$ cat config.mk
export PLATFORM = sky130hd
export DESIGN_NAME = reversible_fifo_queue
export DESIGN_NICKNAME = d
export VERILOG_FILES = /design/src/rfq_pkg.sv /design/src/rfq_ram.sv /design/src/rfq_ctrl.sv /design/src/rfq_out.sv /design/src/reversible_fifo_queue.sv
export SDC_FILE = /design/constraint.sdc
export NUM_CORES = 1
export LEC_CHECK = 0
export BUFFER_PORTS_ARGS = -buffer_cell sky130_fd_sc_hd__buf_2
export CORE_ASPECT_RATIO = 0.8
export CORE_UTILIZATION = 50
export DETAILED_ROUTE_END_ITERATION = 8
export GPL_ROUTABILITY_DRIVEN = 0
export HOLD_SLACK_MARGIN = 0.02
export PLACE_DENSITY = 0.74
export SYNTH_ARGS = -nofsm -noshare
export SYNTH_HDL_FRONTEND = slang
export SYNTH_SLANG_ARGS = --single-unit
$ cat constraint.sdc
create_clock -name clk -period 9.7 [get_ports clk]
set_clock_uncertainty 0.1 [all_clocks]
set_input_delay 0.97 -clock clk [delete_from_list [all_inputs] [get_ports clk]]
set_output_delay 0.97 -clock clk [all_outputs]
set_load 0.02 [all_outputs]
$ cat src/rfq_pkg.sv
// shared types, constants and an index wrap helper for the reversible fifo queue
// no dependencies; imported by rfq_ctrl, rfq_out, rfq_checker and the top level
package rfq_pkg;

  localparam int unsigned DEPTH = 16;
  localparam int unsigned AW = (DEPTH > 1) ? $clog2(DEPTH) : 1;
  localparam int unsigned CW = $clog2(DEPTH + 1);
  localparam int unsigned SW = CW + 1;

  localparam logic [1:0] MODE_ENQ = 2'd0;
  localparam logic [1:0] MODE_DEQ = 2'd1;
  localparam logic [1:0] MODE_REV = 2'd2;

  localparam logic [1:0] ST_DONE  = 2'd0;
  localparam logic [1:0] ST_FULL  = 2'd1;
  localparam logic [1:0] ST_EMPTY = 2'd2;

  typedef struct packed {
    logic [1:0]         mode;
    logic signed [31:0] value;
  } in_item_t;

  typedef struct packed {
    logic [1:0]         status;
    logic signed [31:0] data_out;
  } out_item_t;

  typedef struct packed {
    logic          we;
    logic          re;
    logic [AW-1:0] addr;
    logic [31:0]   wdata;
  } ram_req_t;

  typedef struct packed {
    logic [1:0] status;
    logic       rd;
  } rsp_info_t;

  // sum of an index and an offset, known to stay below twice the depth
  function automatic logic [AW-1:0] wrap_idx(input logic [SW-1:0] s);
    logic [SW-1:0] r;
    if (s >= SW'(DEPTH)) begin
      r = s - SW'(DEPTH);
    end else begin
      r = s;
    end
    return r[AW-1:0];
  endfunction

endpackage

$ cat src/rfq_ram.sv
// generic single-port ram with registered read data
// no dependencies; holds the queue entries
module rfq_ram #(
  parameter int unsigned WIDTH = 32,
  parameter int unsigned DEPTH = 16
) (
  input  logic                                      clk,
  input  logic                                      we,
  input  logic                                      re,
  input  logic [((DEPTH > 1) ? $clog2(DEPTH) : 1)-1:0] addr,
  input  logic [WIDTH-1:0]                          wdata,
  output logic [WIDTH-1:0]                          rdata
);

  logic [WIDTH-1:0] mem [DEPTH];
  logic [WIDTH-1:0] rdata_r;

  always_ff @(posedge clk) begin
    if (we) begin
      mem[addr] <= wdata;
    end
    if (re) begin
      rdata_r <= mem[addr];
    end
  end

  assign rdata = rdata_r;

endmodule

$ cat src/rfq_ctrl.sv
// pointer, count and direction control; decodes one command per transaction
// depends on rfq_pkg; drives the ram request and the result info
module rfq_ctrl import rfq_pkg::*; (
  input  logic      clk,
  input  logic      rst_n,
  input  logic      accept,
  input  in_item_t  item,
  output ram_req_t  req,
  output rsp_info_t info
);

  logic [AW-1:0] head_r, head_nxt;
  logic [CW-1:0] count_r, count_nxt;
  logic          rev_r, rev_nxt;

  logic          full, empty;
  logic [AW-1:0] tail_idx, last_idx, head_inc, head_dec;

  assign full     = (count_r == CW'(DEPTH));
  assign empty    = (count_r == '0);
  assign tail_idx = wrap_idx(SW'(head_r) + SW'(count_r));
  assign last_idx = wrap_idx(SW'(head_r) + SW'(count_r) - SW'(1));
  assign head_inc = wrap_idx(SW'(head_r) + SW'(1));
  assign head_dec = (head_r == '0) ? AW'(DEPTH - 1) : head_r - AW'(1);

  always_comb begin
    head_nxt    = head_r;
    count_nxt   = count_r;
    rev_nxt     = rev_r;
    req.we      = 1'b0;
    req.re      = 1'b0;
    req.addr    = head_r;
    req.wdata   = item.value;
    info.status = ST_DONE;
    info.rd     = 1'b0;
    unique case (item.mode)
      MODE_ENQ: begin
        if (full) begin
          info.status = ST_FULL;
        end else if (!rev_r) begin
          req.we    = 1'b1;
          req.addr  = tail_idx;
          count_nxt = count_r + CW'(1);
        end else begin
          req.we    = 1'b1;
          req.addr  = head_dec;
          head_nxt  = head_dec;
          count_nxt = count_r + CW'(1);
        end
      end
      MODE_DEQ: begin
        if (empty) begin
          info.status = ST_EMPTY;
        end else if (!rev_r) begin
          req.re    = 1'b1;
          info.rd   = 1'b1;
          req.addr  = head_r;
          head_nxt  = head_inc;
          count_nxt = count_r - CW'(1);
        end else begin
          req.re    = 1'b1;
          info.rd   = 1'b1;
          req.addr  = last_idx;
          count_nxt = count_r - CW'(1);
        end
      end
      MODE_REV: begin
        if (empty) begin
          info.status = ST_EMPTY;
        end else begin
          rev_nxt = !rev_r;
        end
      end
      default: begin
      end
    endcase
    if (!accept) begin
      req.we = 1'b0;
      req.re = 1'b0;
    end
  end

  always_ff @(posedge clk) begin
    if (!rst_n) begin
      head_r  <= '0;
      count_r <= '0;
      rev_r   <= 1'b0;
    end else if (accept) begin
      head_r  <= head_nxt;
      count_r <= count_nxt;
      rev_r   <= rev_nxt;
    end
  end

endmodule

$ cat src/rfq_out.sv
// ram read stage and result register with stall handling
// depends on rfq_pkg; joins the result info with the ram read data
module rfq_out import rfq_pkg::*; (
  input  logic      clk,
  input  logic      rst_n,
  input  logic      accept,
  input  rsp_info_t info,
  input  logic [31:0] rdata,
  output logic      in_stall,
  output logic      out_valid,
  input  logic      out_stall,
  output out_item_t out_data
);

  logic      s1_valid_r;
  rsp_info_t s1_info_r;
  logic      out_valid_r;
  out_item_t out_data_r;
  logic      s1_adv;

  assign s1_adv   = s1_valid_r && (!out_valid_r || !out_stall);
  assign in_stall = !rst_n || (s1_valid_r && !s1_adv);

  always_ff @(posedge clk) begin
    if (!rst_n) begin
      s1_valid_r  <= 1'b0;
      out_valid_r <= 1'b0;
    end else begin
      if (accept) begin
        s1_valid_r <= 1'b1;
      end else if (s1_adv) begin
        s1_valid_r <= 1'b0;
      end
      if (s1_adv) begin
        out_valid_r <= 1'b1;
      end else if (!out_stall) begin
        out_valid_r <= 1'b0;
      end
    end
  end

  always_ff @(posedge clk) begin
    if (accept) begin
      s1_info_r <= info;
    end
    if (s1_adv) begin
      out_data_r.status   <= s1_info_r.status;
      out_data_r.data_out <= s1_info_r.rd ? rdata : '0;
    end
  end

  assign out_valid = out_valid_r;
  assign out_data  = out_data_r;

endmodule

$ cat src/reversible_fifo_queue.sv
// top level of the reversible fifo queue
// depends on rfq_pkg, rfq_ctrl, rfq_ram and rfq_out
//
// channel  dir  handshake            payload
// in       in   in_valid / in_stall  in_data  (mode, value)
// out      out  out_valid / out_stall out_data (status, data_out)
//
// one command per cycle unless in_stall is high; a result is held in the read stage, then in the output register
// pointers, count and direction flag update at the accepting edge; the single
// ram port is written or read in that same edge and its read data is registered
// synchronous active-low reset clears pointers, count, flag and all valids
// in_stall is high during reset and otherwise only while a result waits in the
// output register under out_stall
module reversible_fifo_queue import rfq_pkg::*; (
  input  logic      clk,
  input  logic      rst_n,
  input  logic      in_valid,
  output logic      in_stall,
  input  in_item_t  in_data,
  output logic      out_valid,
  input  logic      out_stall,
  output out_item_t out_data
);

  logic        accept;
  ram_req_t    req;
  rsp_info_t   info;
  logic [31:0] rdata;

  assign accept = in_valid && !in_stall;

  rfq_ctrl u_ctrl (
    .clk   (clk),
    .rst_n (rst_n),
    .accept(accept),
    .item  (in_data),
    .req   (req),
    .info  (info)
  );

  rfq_ram #(
    .WIDTH(32),
    .DEPTH(DEPTH)
  ) u_ram (
    .clk  (clk),
    .we   (req.we),
    .re   (req.re),
    .addr (req.addr),
    .wdata(req.wdata),
    .rdata(rdata)
  );

  rfq_out u_out (
    .clk      (clk),
    .rst_n    (rst_n),
    .accept   (accept),
    .info     (info),
    .rdata    (rdata),
    .in_stall (in_stall),
    .out_valid(out_valid),
    .out_stall(out_stall),
    .out_data (out_data)
  );

endmodule

==> flow_summary.json, run 1 <==
{
  "status": "finished clean",
  "postCtsSetupRepairBufs": 0,
  "drv_cap": 0,
  "cts_max_path_buffers": 3,
  "final_antenna_net_count": 0,
  "p_leak_uw": 0.00816,
  "cts_root_buffer": "clkbuf_16",
  "postCtsHoldBufs": 0,
  "grt_max_degree": 99,
  "die_area_mm2": 0.0472,
  "cts.sinks": 593,
  "path_clk_slew_ps": 60,
  "final_util_pct": 56.9,
  "end_kind": "flop",
  "syn_area_mm2": 0.0231,
  "first_pass_iters": 6,
  "crit_fanout": 98,
  "seq_area_frac_synth_pct": 76.4,
  "clkPwrFrac_pct": 40.2,
  "synth-edff-count": 581,
  "period_needed_ps": 5860,
  "wl_per_cell_um": 25.9,
  "tritoncts": "yes",
  "drcViolationCount": 0,
  "slew_viol_final": 0,
  "pwr-share-comb_pct": 6.8,
  "max_freq_mhz": 171,
  "grt_pass1_wl_mm": 82.5,
  "slew-limit-headroom_pct": 11.7,
  "start_util_pct": 50.6,
  "die_h_um": 194,
  "critPathKind": "flop to flop",
  "wl_mm": 53.8,
  "dp_hpwl_mm": 27.6,
  "cts_resized": 0,
  "setup-violations-final": 0,
  "synth_ff_type": "edfxtp_1",
  "ir_worst_vdd_uv": 139,
  "via_per_inst": 6.44,
  "timing.rr.start": "u_ctrl.head_r[0]",
  "rsz0062_at_grt": "false",
  "ys.warnings.count": 0,
  "dieWidth_um": 243,
  "met2_usage_pct": 35.4,
  "switching_share_pct": 22.0,
  "intPower_uw": 4180,
  "holdWs_ps": 320,
  "grt.busiest_layer": "met2",
  "hp-start": "u_out.s1_info_r[2]",
  "grt_pass1_vias": 13534,
  "final_cells": 2078,
  "placed_cells": 1975,
  "gr-usage-all-layers_pct": 22.8,
  "grtUsageMet1_pct": 32.3,
  "io_buffers": 73,
  "drt_iter0_markers": 1670,
  "ys_seq_elements": 593,
  "post-route-period-util_pct": 60.4,
  "hold-path-cell-count": 0,
  "synth_cells": 1375,
  "tightest_slew_ps": 1320,
  "timing.reg2reg.setup_slack_ps": 3840,
  "power.density_mw_per_mm2": 206,
  "io_pins": 74,
  "grt_overflow": 0,
  "synth.distinct_cells": 59,
  "r2r-end": "u_ram.mem[15][27]",
  "cp_data_arrival_time_ps": 5950,
  "seq_power_share_pct": 53.0,
  "final_nets": 1474,
  "min_delay_worst_endpoint": "u_out.out_data[33]",
  "required_ps": 9790,
  "hold_viol": 0,
  "cts_inserted_buffers": 56,
  "insertion_delay_ps": 590,
  "vias": 13375,
  "use_met3_pct": 4.42,
  "worst_r2r_path_depth": 10,
  "hold_path_class": "flop to flop",
  "worst_setup_path_start_kind": "flop",
  "coreArea_mm2": 0.0457,
  "finalPower_uw": 5360,
  "area_growth_pct": 12.3,
  "syn_avg_cell_area_um2": 16.8,
  "fin_tns_setup_ps": 0,
  "rows": 70,
  "antenna_found_initial": 1,
  "syn-num-nets": 1428,
  "drive_gt1_share_pct": 15.5,
  "htreeDepth": 2,
  "synth-async-reset-ratio_pct": 0,
  "p_sw_uw": 1180
}
cells in the final DEF (no fill, tap or decap), types with 31 or more instances in the layout:
cell type	n
clkbuf_16	57
inv_1	46
edfxtp_1	581
nand3_1	38
a31oi_1	31
a221oi_1	62
a21oi_1	41
nand4_1	62
o211ai_1	94
a221o_1	67
and2_1	36
o221ai_1	31
buf_2	73
power groups by stage:
stage | Sequential [uW] | Clock [uW] | Combinational (uW)
floorplan | 2900 | 0 | 230
global placement | 2900 | 0 | 350
detailed placement | 2900 | 0 | 362
CTS | 2840 | 2170 | 364
global route | 2840 | 2270 | 395
finish | 2840 | 2150 | 365
per-layer routing:
layer	vias to the layer above	routed length (um)	share of wire, %
met3	99	4770	8.9
met1	6781	22200	41
met2	639	25100	47
li1	5856	-	-
met5	-	0	0
met4	0	1660	3.1
critical path, cell delays in order, from the launching register on:
cell and delay (ps):
dfxtp_1 610, ha_1 280, fa_1 430, inv_1 90, ha_1 170, xnor3_1 320
a211oi_1 480, a221o_4 190, buf_4 860, nand3_1 610, nor2_4 1180
flip-flops by register name, summed over array words and instances, names as in the netlist:
signal and flops:
u_out.out_valid 1, u_out.s1_valid_r 1, u_ram.rdata 32, u_ctrl.count_r 5
u_ram.mem 512, u_ctrl.rev_r 1, u_out.out_data 34, u_ctrl.head_r 4
u_out.s1_info_r 3
synthesized netlist by cell type, types with 4 or more instances:
| library cell | count | share of area [%] |
|---|---|---|
| a21o_1 | 4 | 0.13 |
| a21oi_1 | 41 | 0.89 |
| a221o_1 | 68 | 2.9 |
| a221oi_1 | 63 | 2.4 |
| a31oi_1 | 31 | 0.84 |
| and2_1 | 39 | 1.1 |
| buf_1 | 7 | 0.11 |
| buf_2 | 31 | 0.67 |
| clkbuf_1 | 67 | 1.1 |
| dfxtp_1 | 12 | 1.0 |
| edfxtp_1 | 581 | 75 |
| ha_1 | 13 | 0.70 |
| inv_1 | 46 | 0.75 |
| mux2i_1 | 4 | 0.17 |
| nand2_1 | 16 | 0.26 |
| nand3_1 | 39 | 0.84 |
| nand4_1 | 62 | 1.7 |
| nor2_1 | 23 | 0.37 |
| nor2b_1 | 5 | 0.14 |
| o211ai_1 | 94 | 3.0 |
| o21ai_0 | 4 | 0.087 |
| o221ai_1 | 31 | 1.2 |
| o32ai_1 | 21 | 0.79 |
| o32ai_2 | 10 | 0.70 |
| xnor2_1 | 10 | 0.38 |
layout make-up:
| class | instances | area, um2 |
|---|---|---|
| Tap cell | 612 | 766 |
| Timing Repair Buffer | 99 | 561 |
| Fill cell | 3449 | 19700 |
| Sequential cell | 593 | 17700 |
| Antenna cell | 1 | 2.50 |
| Inverter | 46 | 173 |
| Multi-Input combinational cell | 625 | 5010 |
| Clock buffer | 71 | 1490 |
| Clock inverter | 31 | 309 |
through the flow:
step / area [um2] / worst slack [ps]
2_1_floorplan: 23100 / 4760
3_3_place_gp: 24200 / 3970
3_5_place_dp: 24200 / 3800
4_1_cts: 26000 / 3960
5_1_grt: 26000 / 3600
6_report: 26000 / 3840
cells by family (layout without fill, tap and decap cells):
logic type | count (synthesis) | count (layout) | synth area share [%]
other cells | 0 | 1 | 0
simple gates | 200 | 200 | 4.90
xor+xnor | 14 | 14 | 0.649
mux | 5 | 5 | 0.238
buf+inv | 157 | 247 | 2.86
fa+ha+maj | 15 | 15 | 0.876
flops | 593 | 593 | 76.4
compound gates | 391 | 391 | 14.0
worst max-delay path by stage:
stage                                start           endpoint  slack, ps  depth (start not counted)
after CTS                 u_ctrl.head_r[0]  u_ram.mem[15][27]       3960                         10
final                     u_ctrl.head_r[0]  u_ram.mem[15][27]       3840                         10
after global placement         in_data[33]   u_ram.mem[15][0]       3970                          9
after detailed placement       in_data[33]  u_ram.mem[15][27]       3800                          9
after global routing      u_ctrl.head_r[0]   u_ram.mem[9][23]       3600                         10
after floorplan                in_data[32]    u_ram.mem[0][0]       4760                         10
No activity file was read; power rests on OpenSTA's default activity.
==> inputs of run 2 (changes only) <==
ABC_AREA = 1   (was unset)
clock period = 5.85 ns   (was 9.7 ns; I/O delays follow)
==> flow_summary.json, run 2 <==
{
  "drv_cap": 0,
  "synth-edff-count": 581,
  "required_ps": 5990,
  "io_pins": 74,
  "drt_iter0_markers": 1955,
  "final_cells": 3184,
  "drive_gt1_share_pct": 9.53,
  "drcViolationCount": 0,
  "yosysTopAreaCell": "edfxtp_1",
  "ys_seq_elements": 593,
  "seq_area_frac_synth_pct": 69.5,
  "crit_fanout": 27,
  "pwr-share-comb_pct": 6.9,
  "ys.warnings.count": 0,
  "fin_tns_setup_ps": 0,
  "final_util_pct": 56.8,
  "gr-usage-all-layers_pct": 23.0,
  "synth_area_leaders": "edfxtp_1, nand2_1, nand3_1",
  "synth.distinct_cells": 30,
  "synth_top_family_by_area": "simple AND/OR/NAND/NOR gates",
  "slew_viol_final": 0,
  "synth_compound_area_share_pct": 0.816,
  "path_cells": "ha_1 -> fa_1 -> inv_1 -> ha_1 -> o21ai_1 -> a21oi_4 -> buf_4 -> nand3_1 -> nor2_4 -> buf_4",
  "slew-limit-headroom_pct": 23.8,
  "multi_input_area_mm2": 0.00676,
  "vias": 17060,
  "cp_data_arrival_time_ps": 4560,
  "io_buffers": 73,
  "final_cell_mix": "nand2_1, edfxtp_1, nand3_1",
  "cts_max_path_buffers": 3,
  "synthAdderAreaFrac_pct": 0.797,
  "hold_viol": 0,
  "die_h_um": 204,
  "seq_power_share_pct": 52.4,
  "post-route-period-util_pct": 75.6,
  "tightest_slew_ps": 1140,
  "synth-async-reset-ratio_pct": 0,
  "final_area_mm2": 0.0284,
  "p_leak_uw": 0.0117,
  "critPathSlowestCell": "a21oi_4",
  "grt_pass1_vias": 16190,
  "switching_share_pct": 22.8,
  "dp_hpwl_mm": 30.9,
  "intPower_uw": 6940,
  "syn_avg_cell_area_um2": 10.5,
  "wl_per_cell_um": 18.5,
  "critPathKind": "flop to flop",
  "muxShareOfSynthArea_pct": 0,
  "rsz0062_at_grt": "false",
  "synth_ff_type": "edfxtp_1",
  "p_sw_uw": 2040,
  "cpPeakStageDelay_ps": 600,
  "final_nets": 2514,
  "place_ws_ps": 1460,
  "path_clk_slew_ps": 70,
  "ir_worst_vdd_uv": 283,
  "dieWidth_um": 254,
  "final_antenna_net_count": 0,
  "setup-violations-final": 0,
  "area_growth_pct": 11.5,
  "start_util_pct": 50.9,
  "placed_cells": 3078,
  "antenna_found_initial": 0,
  "max_freq_mhz": 226,
  "postCtsHoldBufs": 0,
  "cts.sinks": 593,
  "rows": 73,
  "yosys.area_share.simple_pct": 24.0,
  "cts_inserted_buffers": 56,
  "layout.cells.most_common": "nand2_1",
  "end_kind": "flop",
  "via_per_inst": 5.36,
  "hold_path_class": "input port to flop",
  "period_needed_ps": 4420,
  "insertion_delay_ps": 600,
  "htreeDepth": 2,
  "die_area_mm2": 0.0518,
  "wl_mm": 58.9,
  "largest_reg_flops": 512,
  "regArea_mm2": 0.0177,
  "coreArea_mm2": 0.0500,
  "synth_top_area_share_pct": 68.6,
  "syn_area_mm2": 0.0254,
  "grt_max_degree": 198,
  "n_fill_cell": 4021,
  "status": "finished clean",
  "power.density_mw_per_mm2": 317,
  "cts_root_buffer": "clkbuf_16",
  "synth.most_common_cell": "nand2_1",
  "clkPwrFrac_pct": 40.7,
  "postCtsSetupRepairBufs": 0,
  "dpl_cell_area_mm2": 0.0265,
  "synth_xor_area_share_pct": 0.275,
  "grt_pass1_wl_mm": 91.3,
  "setup_slack_ps": 1430,
  "cts_resized": 0,
  "syn-num-nets": 2480,
  "synth_common_cells": "nand2_1, edfxtp_1, nand3_1, inv_1, buf_2",
  "worst_setup_path_start_kind": "flop",
  "first_pass_iters": 6,
  "tritoncts": "yes",
  "synth_cells": 2427,
  "top_register": "u_ram.mem",
  "grt_overflow": 0,
  "timing.reg2reg.setup_slack_ps": 1430
}
==> run 2: kinds of logic (layout without fill, tap and decap cells) <==
| group | Yosys count | in the layout |
|---|---|---|
| AO/OA/AOI/OAI | 37 | 37 |
| XOR/XNOR | 8 | 8 |
| flip-flops | 593 | 593 |
| adder cells (fa/ha/maj) | 15 | 15 |
| AND/OR/NAND/NOR | 1513 | 1513 |
| other | 0 | 1 |
| buffers and inverters | 261 | 342 |
==> run 2: power by group through the flow <==
| stage | registers (uW) | clock network [uW] | logic [uW] |
|---|---|---|---|
| after floorplan | 4800 | 0 | 403 |
| after global placement | 4790 | 0 | 600 |
| after detailed placement | 4800 | 0 | 615 |
| after CTS | 4700 | 3700 | 619 |
| after global routing | 4700 | 3860 | 695 |
| final | 4700 | 3660 | 622 |
==> run 2: final timing paths <==
check	from	end	cells after the start
worst min register to register	u_out.s1_info_r[1]	u_out.out_data[32]	0
worst min-delay path	out_stall	u_out.out_valid	3
worst max-delay path	u_ctrl.head_r[0]	u_ram.mem[13][14]	10
worst max register to register	u_ctrl.head_r[0]	u_ram.mem[13][14]	10
==> run 2: area by class of cell <==
| type | instances | area share [%] |
|---|---|---|
| Multi-Input combinational cell | 1573 | 23.8 |
| Tap cell | 675 | 2.98 |
| Clock inverter | 37 | 1.20 |
| Sequential cell | 593 | 62.3 |
| Clock buffer | 68 | 5.35 |
| Antenna cell | 1 | 0.00882 |
| Inverter | 131 | 1.74 |
| Timing Repair Buffer | 106 | 2.56 |
==> run 2: worst max-delay path: cells and delay by family (launching register included) <==
kind                     cells  cell delay (ps)
flip-flops                   1              420
AO/OA/AOI/OAI                2              700
buffers and inverters        3              940
AND/OR/NAND/NOR              2              790
adder cells (fa/ha/maj)      3             1090
==> run 2: per-stage QoR <==
step	hold WS [ps]	total power (uW)
floorplan	300	5210
global placement	308	5390
detailed placement	305	5410
CTS	182	9020
global route	215	9260
finish	195	8980
==> run 2: metal layers <==
layer	global-route usage (%)	routed length [um]	share of wire, %
met1	32.8	25700	44
met2	37.2	27800	47
met3	3.74	4500	7.6
met4	5.38	967	1.6
met5	0	0	0
==> inputs of run 3 (changes only) <==
ABC_AREA = 0   (was 1)
clock period = 4.2 ns   (was 5.85 ns; I/O delays follow)
==> flow_summary.json, run 3 (same netlist as run 1, synthesis figures left out) <==
{
  "status": "finished clean",
  "dp_hpwl_mm": 34.5,
  "dieWidth_um": 243,
  "io_pins": 74,
  "drv_cap": 0,
  "holdWs_ps": 61.7,
  "ir_worst_vdd_uv": 293,
  "path_clk_slew_ps": 70,
  "met2_usage_pct": 36.8,
  "max_freq_mhz": 245,
  "start_util_pct": 50.6,
  "critPathKind": "flop to flop",
  "tightest_slew_ps": 1020,
  "rows": 70,
  "use_met3_pct": 5.27,
  "slew-limit-headroom_pct": 32.0,
  "final_cells": 2131,
  "final_antenna_net_count": 0,
  "grtUsageMet1_pct": 36.0,
  "cp_data_arrival_time_ps": 4290,
  "postCtsSetupRepairBufs": 0,
  "via_per_inst": 6.59,
  "gr-usage-all-layers_pct": 24.7,
  "cts_root_buffer": "clkbuf_16",
  "required_ps": 4410,
  "vias": 14038,
  "grt_pass1_vias": 13793,
  "io_buffers": 73,
  "fin_tns_setup_ps": 0,
  "power.density_mw_per_mm2": 464,
  "hold_viol": 0,
  "insertion_delay_ps": 600,
  "wl_mm": 58.0,
  "placed_cells": 2031,
  "grt.busiest_layer": "met2",
  "drt_iter0_markers": 1911,
  "timing.reg2reg.setup_slack_ps": 120,
  "die_area_mm2": 0.0472,
  "setup-violations-final": 0,
  "final_nets": 1529,
  "cts_inserted_buffers": 54,
  "drive_gt1_share_pct": 18.3,
  "cts.sinks": 593,
  "antenna_found_initial": 0,
  "area_growth_pct": 14.9,
  "final_util_pct": 58.2,
  "grt_overflow": 0,
  "end_kind": "flop",
  "die_h_um": 194,
  "hold_path_class": "input port to flop",
  "rsz0062_at_grt": "false",
  "top_register": "u_ram.mem",
  "htreeDepth": 2,
  "drcViolationCount": 0,
  "final_cell_mix": "edfxtp_1, o211ai_1, buf_2",
  "largest_reg_flops": 512,
  "first_pass_iters": 5,
  "wl_per_cell_um": 27.2,
  "cts_max_path_buffers": 3,
  "grt_max_degree": 65,
  "tritoncts": "yes",
  "period_needed_ps": 4080,
  "p_leak_uw": 0.00848,
  "coreArea_mm2": 0.0457,
  "worst_setup_path_start_kind": "flop",
  "layout.cells.most_common": "edfxtp_1",
  "slew_viol_final": 0,
  "crit_fanout": 23,
  "post-route-period-util_pct": 97.1,
  "n_fill_cell": 3342,
  "grt_pass1_wl_mm": 87.4
}
-- run 3: cell types whose count changed in the layout (fill, tap and decap cells not counted), sizes merged, moves of 65 or more --
cell,change
nand2,-1181
inv,-86
a221oi,+65
nand3,-237
a221o,+68
o211ai,+94
-- run 3: cell type report --
class | count | area, um2 | area share (%)
diodes | 1 | 2.50 | 0.00941
well taps | 612 | 766 | 2.88
repair buffers | 156 | 1230 | 4.62
clock buffers | 62 | 1400 | 5.28
multi-input cells | 625 | 5020 | 18.9
flip-flops and latches | 593 | 17700 | 66.5
inverters | 46 | 173 | 0.649
clock inverters | 36 | 305 | 1.15
-- run 3: critical path: stages (launching register included) --
cell and delay [ps]:
dfxtp_1 370, ha_1 260, fa_1 530, inv_1 70
ha_1 210, xnor3_1 310, a211oi_2 70, a221o_4 370
buf_4 220, buf_4 250, a221o_1 300, a221oi_1 440
buf_4 200, o32ai_2 70
-- run 3: where the power goes --
group / switching (uW) / internal, uW
clock: 2120 / 2700
sequential: 17.6 / 6540
combinational: 611 / 333
-- run 3: path summary, 6_finish.rpt --
check | from | end | depth (start not counted)
worst max-delay path | u_ctrl.count_r[0] | u_ram.rdata[24] | 13
worst min register to register | u_out.s1_info_r[1] | u_out.out_data[32] | 0
worst min-delay path | out_stall | u_out.out_valid | 3
worst max register to register | u_ctrl.count_r[0] | u_ram.rdata[24] | 13
-- run 3: metrics by stage --
step / cell area [um2] / total power (uW) / worst slack (ps)
2_1_floorplan: 23200 / 7240 / -512
3_3_place_gp: 24900 / 7580 / 242
3_5_place_dp: 24900 / 7610 / 74.1
4_1_cts: 26600 / 12400 / 56.1
5_1_grt: 26600 / 12700 / 59.7
6_report: 26600 / 12300 / 120
-- run 3: metal layers --
| metal | part of all wire [%] | vias to the layer above |
|---|---|---|
| met2 | 45 | 855 |
| met1 | 41 | 7079 |
| li1 | - | 5980 |
| met4 | 3.1 | 0 |
| met3 | 10 | 124 |
| met5 | 0 | - |
-- run 3: what timing repair did --
item / CTS / global route
hold buffers: 1 / 0
gates resized for setup: 0 / 2
setup endpoints to repair: 0 / 101
endpoints found under the hold margin: 1 / 0
